[config.mk]
export PLATFORM = sky130hd
export DESIGN_NAME = bounded_ordered_list_engine_core
export DESIGN_NICKNAME = d
export VERILOG_FILES = /design/src/hdl/bole_pkg.sv /design/src/hdl/bounded_ordered_list_engine_core.sv /design/src/hdl/bole_ctrl.sv /design/src/hdl/bole_dp.sv
export VERILOG_INCLUDE_DIRS = /design/src /design/src/hdl
export SDC_FILE = /design/constraint.sdc
export NUM_CORES = 1
export LEC_CHECK = 0
export BUFFER_PORTS_ARGS = -buffer_cell sky130_fd_sc_hd__buf_2
export CORE_MARGIN = 1
export CORE_UTILIZATION = 65
export DETAILED_ROUTE_END_ITERATION = 16
export GPL_TIMING_DRIVEN = 0
export MAX_ROUTING_LAYER = met4
export PLACE_DENSITY = 0.86
export SLEW_MARGIN = 20
export SYNTH_ARGS = -nofsm -noshare
export SYNTH_HDL_FRONTEND = slang
export SYNTH_HIERARCHICAL = 1
export SYNTH_SLANG_ARGS = --single-unit
[constraint.sdc]
create_clock -name clock -period 13.7 [get_ports clock]
set_input_delay 1.37 -clock clock [delete_from_list [all_inputs] [get_ports clock]]
set_output_delay 1.37 -clock clock [all_outputs]
set_load 0.005 [all_outputs]
[src/hdl/bounded_ordered_list_engine_core_defines.svh]
// Assertion macros used by the list engine datapath.
`ifndef BOUNDED_ORDERED_LIST_ENGINE_CORE_DEFINES_SVH
`define BOUNDED_ORDERED_LIST_ENGINE_CORE_DEFINES_SVH
// a holds in a cycle -> b holds in the same cycle
`define BOLE_ASSERT_IMP(lbl, clk, rst, a, b) \
   lbl: assert property (@(posedge clk) disable iff (rst) (a) |-> (b)) \
      else $error("implication check failed");
// a holds in a cycle -> b holds in the next cycle
`define BOLE_ASSERT_NXT(lbl, clk, rst, a, b) \
   lbl: assert property (@(posedge clk) disable iff (rst) (a) |=> (b)) \
      else $error("next-cycle check failed");
`endif

[src/hdl/bole_pkg.sv]
// Types and codes shared by the list engine controller and datapath.
package bole_pkg;
   localparam int KeyW = 32;

   typedef enum logic [3:0] {
      OP_INS_FRONT  = 4'd0,
      OP_INS_BACK   = 4'd1,
      OP_INS_SORTED = 4'd2,
      OP_DEL_FRONT  = 4'd3,
      OP_DEL_BACK   = 4'd4,
      OP_DEL_KEY    = 4'd5,
      OP_REVERSE    = 4'd6,
      OP_CLEAR      = 4'd7,
      OP_DUMP       = 4'd8
   } op_type;

   typedef enum logic [1:0] {
      ST_OK       = 2'd0,
      ST_EMPTY    = 2'd1,
      ST_NOTFOUND = 2'd2,
      ST_FULL     = 2'd3
   } status_type;

   typedef enum logic [2:0] {
      S_IDLE, S_DECODE, S_READ, S_STEP, S_FINISH
   } state_type;

   typedef struct packed {
      logic load;
      logic simple;
      logic rd;
      logic step;
      logic finish;
   } cmd_type;

   typedef struct packed {
      logic scan;
      logic out_free;
      logic done;
      logic is_dump;
   } stat_type;
endpackage

[src/hdl/bounded_ordered_list_engine_core.sv]
// Top level of the bounded ordered list engine.
// Simple command: decoded, then the response word is registered once the output is free;
// the next request is taken when the controller is back in idle. Sorted insert, key delete
// and dump walk the store through one registered read port, a read and a step state per
// entry (dump walks at most 16 entries); output stalls hold dump steps and the final word.
// Synchronous active-high reset empties the list; the key store itself is not cleared.
module bounded_ordered_list_engine_core #(
   parameter int CAPACITY = 16
) (
   input  logic        clock,
   input  logic        reset,
   input  logic        req_tvalid,
   output logic        req_tready,
   input  logic [39:0] req_tdata,  // op[3:0], key[35:4], zero pad
   output logic        rsp_tvalid,
   input  logic        rsp_tready,
   output logic [47:0] rsp_tdata,  // status[1:0], key_out[33:2], index_out[37:34], count[42:38]
   output logic        rsp_tlast
);
   import bole_pkg::*;

   cmd_type  cmd;
   stat_type st;
   logic [1:0]  status;
   logic [31:0] key_out;
   logic [3:0]  index_out;
   logic [4:0]  count;

   bole_ctrl u_ctrl (
      .clock      (clock),
      .reset      (reset),
      .req_tvalid (req_tvalid),
      .req_tready (req_tready),
      .st         (st),
      .cmd        (cmd)
   );

   bole_dp #(
      .CAPACITY (CAPACITY)
   ) u_dp (
      .clock      (clock),
      .reset      (reset),
      .cmd        (cmd),
      .st         (st),
      .req_op     (req_tdata[3:0]),
      .req_key    (req_tdata[35:4]),
      .rsp_tready (rsp_tready),
      .rsp_valid  (rsp_tvalid),
      .rsp_status (status),
      .rsp_key    (key_out),
      .rsp_index  (index_out),
      .rsp_count  (count),
      .rsp_last   (rsp_tlast)
   );

   assign rsp_tdata = {5'b0, count, index_out, key_out, status};
endmodule

[src/hdl/bole_ctrl.sv]
// Command sequencer for the list engine.
module bole_ctrl (
   input  logic               clock,
   input  logic               reset,
   input  logic               req_tvalid,
   output logic               req_tready,
   input  bole_pkg::stat_type st,
   output bole_pkg::cmd_type  cmd
);
   import bole_pkg::*;

   state_type state_ff, state_in;

   always_ff @(posedge clock) begin
      if (reset) begin
         state_ff <= S_IDLE;
      end else begin
         state_ff <= state_in;
      end
   end

   always_comb begin
      state_in   = state_ff;
      cmd        = '0;
      req_tready = 1'b0;
      unique case (state_ff)
         S_IDLE: begin
            req_tready = 1'b1;
            if (req_tvalid) begin
               cmd.load = 1'b1;
               state_in = S_DECODE;
            end
         end
         S_DECODE: begin
            if (st.scan) begin
               state_in = S_READ;
            end else if (st.out_free) begin
               cmd.simple = 1'b1;
               state_in   = S_IDLE;
            end
         end
         S_READ: begin
            cmd.rd   = 1'b1;
            state_in = S_STEP;
         end
         S_STEP: begin
            if (!st.is_dump || st.out_free) begin
               cmd.step = 1'b1;
               if (st.done) begin
                  state_in = st.is_dump ? S_IDLE : S_FINISH;
               end else begin
                  state_in = S_READ;
               end
            end
         end
         S_FINISH: begin
            if (st.out_free) begin
               cmd.finish = 1'b1;
               state_in   = S_IDLE;
            end
         end
         default: state_in = S_IDLE;
      endcase
   end
endmodule

[src/hdl/bole_dp.sv]
// Datapath: circular key store, front pointer and direction, scan and result word.
`include "bounded_ordered_list_engine_core_defines.svh"
module bole_dp #(
   parameter int CAPACITY = 16
) (
   input  logic               clock,
   input  logic               reset,
   input  bole_pkg::cmd_type  cmd,
   output bole_pkg::stat_type st,
   input  logic [3:0]         req_op,
   input  logic [31:0]        req_key,
   input  logic               rsp_tready,
   output logic               rsp_valid,
   output logic [1:0]         rsp_status,
   output logic [31:0]        rsp_key,
   output logic [3:0]         rsp_index,
   output logic [4:0]         rsp_count,
   output logic               rsp_last
);
   import bole_pkg::*;

   localparam int PW = $clog2(CAPACITY);
   localparam int CW = $clog2(CAPACITY + 1);

   function automatic logic [PW-1:0] stp(input logic [PW-1:0] base,
                                         input logic [PW-1:0] off,
                                         input logic back);
      logic [PW:0] s;
      logic [PW:0] cap;
      cap = (PW+1)'(CAPACITY);
      if (back) begin
         if (base >= off) begin
            s = {1'b0, base} - {1'b0, off};
         end else begin
            s = {1'b0, base} + cap - {1'b0, off};
         end
      end else begin
         s = {1'b0, base} + {1'b0, off};
         if (s >= cap) begin
            s = s - cap;
         end
      end
      return s[PW-1:0];
   endfunction

   logic [KeyW-1:0] mem [CAPACITY];
   logic [KeyW-1:0] rdata_ff;

   op_type          op_ff;
   logic [KeyW-1:0] key_ff, carry_ff, carry_in;
   logic [CW-1:0]   cnt_ff, cnt_in, j_ff, j_in;
   logic [PW-1:0]   fr_ff, fr_in;
   logic            dr_ff, dr_in, found_ff, found_in, started_ff, started_in;

   logic            rsp_valid_ff, rsp_valid_in, emit;
   status_type      sts_ff, sts_in;
   logic [KeyW-1:0] rkey_ff, rkey_in;
   logic [3:0]      ridx_ff, ridx_in;
   logic [4:0]      rcnt_ff;
   logic            rlast_ff, rlast_in;

   logic            we;
   logic [PW-1:0]   wa;
   logic [KeyW-1:0] wd;
   logic [PW-1:0]   phys_j, phys_jm1;
   logic            full, empty, out_free, ins;

   assign full     = (cnt_ff == CW'(CAPACITY));
   assign empty    = (cnt_ff == '0);
   assign out_free = !rsp_valid_ff || rsp_tready;
   assign phys_j   = stp(fr_ff, PW'(j_ff), dr_ff);
   assign phys_jm1 = stp(fr_ff, PW'(j_ff - 1'b1), dr_ff);
   assign ins      = started_ff || (j_ff == cnt_ff) ||
                     ($signed(rdata_ff) >= $signed(key_ff));

   always_comb begin
      st.out_free = out_free;
      st.is_dump  = (op_ff == OP_DUMP);
      st.scan     = ((op_ff == OP_INS_SORTED) && !full) ||
                    (((op_ff == OP_DEL_KEY) || (op_ff == OP_DUMP)) && !empty);
      case (op_ff)
         OP_INS_SORTED: st.done = (j_ff == cnt_ff);
         OP_DEL_KEY:    st.done = (j_ff == cnt_ff - 1'b1);
         default:       st.done = (j_ff == cnt_ff - 1'b1) || (9'(j_ff) == 9'd15);
      endcase
   end

   always_comb begin
      cnt_in       = cnt_ff;
      fr_in        = fr_ff;
      dr_in        = dr_ff;
      j_in         = j_ff;
      carry_in     = carry_ff;
      found_in     = found_ff;
      started_in   = started_ff;
      we           = 1'b0;
      wa           = phys_j;
      wd           = carry_ff;
      emit         = 1'b0;
      sts_in       = ST_OK;
      rkey_in      = '0;
      ridx_in      = '0;
      rlast_in     = 1'b1;
      rsp_valid_in = rsp_valid_ff && !rsp_tready;

      if (cmd.simple) begin
         emit = 1'b1;
         case (op_ff)
            OP_INS_FRONT, OP_INS_BACK, OP_INS_SORTED: begin
               if (full) begin
                  sts_in = ST_FULL;
               end else begin
                  we     = 1'b1;
                  wd     = key_ff;
                  cnt_in = cnt_ff + 1'b1;
                  if (op_ff == OP_INS_FRONT) begin
                     fr_in = stp(fr_ff, PW'(1), !dr_ff);
                     wa    = fr_in;
                  end else begin
                     wa = stp(fr_ff, PW'(cnt_ff), dr_ff);
                  end
               end
            end
            OP_DEL_FRONT, OP_DEL_BACK, OP_DEL_KEY: begin
               if (empty) begin
                  sts_in = ST_EMPTY;
               end else begin
                  cnt_in = cnt_ff - 1'b1;
                  if (op_ff == OP_DEL_FRONT) begin
                     fr_in = stp(fr_ff, PW'(1), dr_ff);
                  end
               end
            end
            OP_REVERSE: begin
               if (empty) begin
                  sts_in = ST_EMPTY;
               end else begin
                  fr_in = stp(fr_ff, PW'(cnt_ff - 1'b1), dr_ff);
                  dr_in = !dr_ff;
               end
            end
            OP_CLEAR: cnt_in = '0;
            OP_DUMP:  sts_in = ST_EMPTY;
            default:  sts_in = ST_OK;
         endcase
      end

      if (cmd.step) begin
         j_in = j_ff + 1'b1;
         case (op_ff)
            OP_INS_SORTED: begin
               if (ins) begin
                  we         = 1'b1;
                  wa         = phys_j;
                  wd         = carry_ff;
                  carry_in   = rdata_ff;
                  started_in = 1'b1;
               end
            end
            OP_DEL_KEY: begin
               if (found_ff) begin
                  we = 1'b1;
                  wa = phys_jm1;
                  wd = rdata_ff;
               end else if (rdata_ff == key_ff) begin
                  found_in = 1'b1;
               end
            end
            default: begin
               emit     = 1'b1;
               rkey_in  = rdata_ff;
               ridx_in  = 4'(j_ff);
               rlast_in = st.done;
            end
         endcase
      end

      if (cmd.finish) begin
         emit = 1'b1;
         if (op_ff == OP_INS_SORTED) begin
            cnt_in = cnt_ff + 1'b1;
         end else if (found_ff) begin
            cnt_in = cnt_ff - 1'b1;
         end else begin
            sts_in = ST_NOTFOUND;
         end
      end

      if (emit) begin
         rsp_valid_in = 1'b1;
      end
   end

   always_ff @(posedge clock) begin
      if (we) begin
         mem[wa] <= wd;
      end
      if (cmd.rd) begin
         rdata_ff <= mem[phys_j];
      end
   end

   always_ff @(posedge clock) begin
      if (reset) begin
         cnt_ff       <= '0;
         fr_ff        <= '0;
         dr_ff        <= 1'b0;
         rsp_valid_ff <= 1'b0;
         j_ff         <= '0;
         found_ff     <= 1'b0;
         started_ff   <= 1'b0;
         op_ff        <= OP_CLEAR;
      end else begin
         cnt_ff       <= cnt_in;
         fr_ff        <= fr_in;
         dr_ff        <= dr_in;
         rsp_valid_ff <= rsp_valid_in;
         if (cmd.load) begin
            op_ff      <= op_type'(req_op);
            j_ff       <= '0;
            found_ff   <= 1'b0;
            started_ff <= 1'b0;
         end else begin
            j_ff       <= j_in;
            found_ff   <= found_in;
            started_ff <= started_in;
         end
      end
   end

   always_ff @(posedge clock) begin
      if (cmd.load) begin
         key_ff   <= req_key;
         carry_ff <= req_key;
      end else begin
         carry_ff <= carry_in;
      end
      if (emit) begin
         sts_ff   <= sts_in;
         rkey_ff  <= rkey_in;
         ridx_ff  <= ridx_in;
         rcnt_ff  <= 5'(cnt_in);
         rlast_ff <= rlast_in;
      end
   end

   assign rsp_valid  = rsp_valid_ff;
   assign rsp_status = sts_ff;
   assign rsp_key    = rkey_ff;
   assign rsp_index  = ridx_ff;
   assign rsp_count  = rcnt_ff;
   assign rsp_last   = rlast_ff;

   `BOLE_ASSERT_IMP(a_cnt_bound, clock, reset, 1'b1, cnt_ff <= CW'(CAPACITY))
   `BOLE_ASSERT_IMP(a_emit_free, clock, reset, emit, out_free)
   `BOLE_ASSERT_NXT(a_load_init, clock, reset, cmd.load, j_ff == '0 && !found_ff && !started_ff)
endmodule

==> run summary <==
status = finished clean
Initial Util = 66.3%
Worst path top cell family by delay = simple AND/OR/NAND/NOR gates
initial antenna violation count = 2
total power divided by cell area = 136 mW/mm2
dpl cell area = 0.0314 mm2
Cell Area, Synth = 0.0294 mm2
CP cell instances = clkbuf_1, inv_1, ha_1, nor3b_1, nor2b_1, a32oi_1, nor4_1, nand3_1, mux2i_1, nor3b_1, a31oi_1, o22a_1, o211ai_1, or2_1, nor3_2, buf_4, buf_4
worst path arrival time = 6.65 ns
synthesis warning total = 6
sequential area share after synthesis = 68.2%
CP peak stage delay = 0.83 ns
total power = 4.60 mW
final hold violation count = 0
Yosys reg bits = 677
clock-pin slew on the worst setup and hold paths = 0.06 ns
port bufs = 85
CP Data Required Time = 14.02 ns
internal power = 3.52 mW
Inst Count DP = 2,576
row count = 77
Sw Ratio = 23.6%
RSZ-0062 raised after global routing = no
hold path start = u_dp/started_ff$_SDFFE_PP0P_
first-pass detailed-route iteration total = 8
CTS Buf Count = 69
Worst Setup Path Type = register to register
startpoint class of the critical path = register
remaining routing DRC violations = 0
NumNets Final = 2,161
CP Max Fanout = 9
ys async rst share = 0%
routability cong. = 0.949
Net Switching = 1.09 mW
fmax = 0.158 GHz
CTS root buf = clkbuf_16
H-Tree Depth = 3
worst hold margin = 0.529 ns
most used flip-flop cell after synthesis = edfxtp_1
TritonCTS Sinks = 677
Buf/Inv on CP = 4
layout cells sized above 1 = 22.2%
largest net degree at the start of global routing = 32
setup_tns = 0 ns
cts repair resizes = 0
hold-fix buffer count after cts = 0
final instance area = 0.0338 mm2
worst hold path class = register to register
Via density = 7.26
P_leak = 11.1 nW
period utilization = 46.2%
starting DRC count in detailed routing = 3,610
combinational power share = 8.5%
CP max-delay cell = nor3_2
Critical Path Sink Type = register
syn_area_per_cell = 15.9 um2
Post-Route WL = 85.3 mm
most frequent cells in the layout = 652 x edfxtp_1, 141 x nand2_1, 128 x mux4_2
first-pass GRT wire length = 124 mm
worst r2r src = u_dp/cnt_ff[0]$_SDFF_PP0_
Post-Synthesis Cells = 1,856
routed length per instance = 31.5 um
Die ar. = 0.0462 mm2
power share of the clock group = 40.7%
Worst-Margin Slew = 1.32 ns
Max-slew headroom = 12.0%
routed vias = 19,700
core area = 0.0444 mm2
count of final setup violators = 0
fin crit period = 6.34 ns
VDD IR-drop max = 0.115 mV
Yosys cell types = 72
Post-Layout Cell Count = 2,706
overall routing resource usage = 38.4%
post-route ant nets = 0
final max-slew violation count = 0
later-pin clock latency in the skew report = 0.64 ns
number of global-route vias before repair = 19,400
Final Skew = 0.0533 ns
max-capacitance violation count = 0
Post-CTS Setup Inserts = 0
Sequential Power Share = 50.8%
die width = 215 um
DP HPWL = 53.1 mm
GR Overflow Total = 0
number of flops mapped to enable cells by yosys = 652
fillers = 2,331
Die Ht = 215 um
IO Pins = 95
Setup crit start = u_dp/cnt_ff[0]$_SDFF_PP0_
Area Overhead vs Synth = 14.7%
commonest non-fill, non-tap cell in the layout = edfxtp_1
maximum buffer depth of the clock tree = 3
CTS tree = built
## per-stage QoR
| stage | util, % | worst slack [ns] |
|---|---|---|
| finish | 76.0 | 7.36 |
| global route | 76.0 | 7.13 |
| CTS | 75.7 | 7.58 |
| detailed placement | 70.7 | 7.57 |
| global placement | 69.0 | 3.99 |
| floorplan | - | 7.57 |
## kinds of logic (layout without fill, tap and decap cells)
group,count (synthesis),in the layout,share of synthesized area [%]
flip-flops,677,677,68.2
XOR/XNOR,45,45,1.34
multiplexers,172,172,11.5
AND/OR/NAND/NOR,419,419,6.89
other,1,6,0.0127
AO/OA/AOI/OAI,308,308,7.06
buffers and inverters,173,426,2.35
adder cells (fa/ha/maj),61,61,2.69
## tightest hold or removal path, stage by stage (launching register included)
cell and delay, ns:
dfxtp_1 0.36, a31oi_1 0.06, nor2_1 0.08
## synthesized netlist by cell type (17+ instances only)
| cell type | count | area (um2) |
|---|---|---|
| edfxtp_1 | 652 | 19600 |
| nand2_1 | 141 | 529 |
| mux4_2 | 128 | 2880 |
| nor2_1 | 106 | 398 |
| a21oi_1 | 95 | 475 |
| clkbuf_1 | 82 | 308 |
| and2_1 | 72 | 450 |
| ha_1 | 57 | 713 |
| inv_1 | 52 | 195 |
| a31oi_1 | 40 | 250 |
| a211oi_1 | 37 | 278 |
| o221ai_1 | 34 | 298 |
| mux2_2 | 33 | 372 |
| o211ai_1 | 33 | 248 |
| xnor2_1 | 28 | 245 |
| dfxtp_1 | 25 | 500 |
| buf_1 | 22 | 82.6 |
| nand3_1 | 19 | 95.1 |
| o21ai_0 | 18 | 90.1 |
| xor2_1 | 17 | 149 |
## state kept, by name, summed over array words and instances, names as in the netlist
name	count
u_dp/found_ff	1
u_dp/started_ff	1
u_dp/cnt_ff	5
u_dp/mem	512
u_dp/op_ff	4
u_dp/j_ff	5
u_dp/fr_ff	4
u_dp/rdata_ff	32
u_dp/rsp_count	5
u_ctrl/state_ff	3
u_dp/rsp_valid	1
u_dp/carry_ff	32
u_dp/rsp_index	4
u_dp/rsp_key	32
u_dp/dr_ff	1
u_dp/key_ff	32
u_dp/rsp_status	2
u_dp/rsp_last	1
## power by group through the flow
stage,combinational [mW],clock (mW),sequential (mW)
6_report,0.391,1.87,2.34
5_1_grt,0.407,1.96,2.34
4_1_cts,0.370,1.87,2.34
3_5_place_dp,0.358,0,2.38
3_3_place_gp,0.329,0,2.38
2_1_floorplan,0.228,0,2.38
## area by class of cell
cell class	instances	area [um2]	area share [%]
sequential	677	20100	59.5
multi-input combinational	1010	8970	26.6
clock buffer	85	1840	5.45
timing repair buffer	125	1040	3.08
tap	592	741	2.19
buffer	121	502	1.49
clock inverter	43	398	1.18
inverter	52	195	0.578
antenna	1	2.50	0.00741
## metal layers
| metal | part of all wire [%] | vias up | global-route usage, % |
|---|---|---|---|
| met1 | 32 | 9424 | 47.2 |
| li1 | - | 7675 | - |
| met4 | 6.6 | 0 | 21.8 |
| met5 | 0 | - | - |
| met2 | 47 | 2058 | 58.5 |
| met3 | 14 | 500 | 9.62 |
## worst paths after layout
path	endpoint	slack [ns]	depth (start not counted)
max	u_dp/mem[8][6]$_DFFE_PP_	7.36	17
min	u_dp/started_ff$_SDFFE_PP0P_	0.53	2
max reg2reg	u_dp/mem[8][6]$_DFFE_PP_	7.36	17
min reg2reg	u_dp/started_ff$_SDFFE_PP0P_	0.53	2
(Power assumes the default switching activity.)
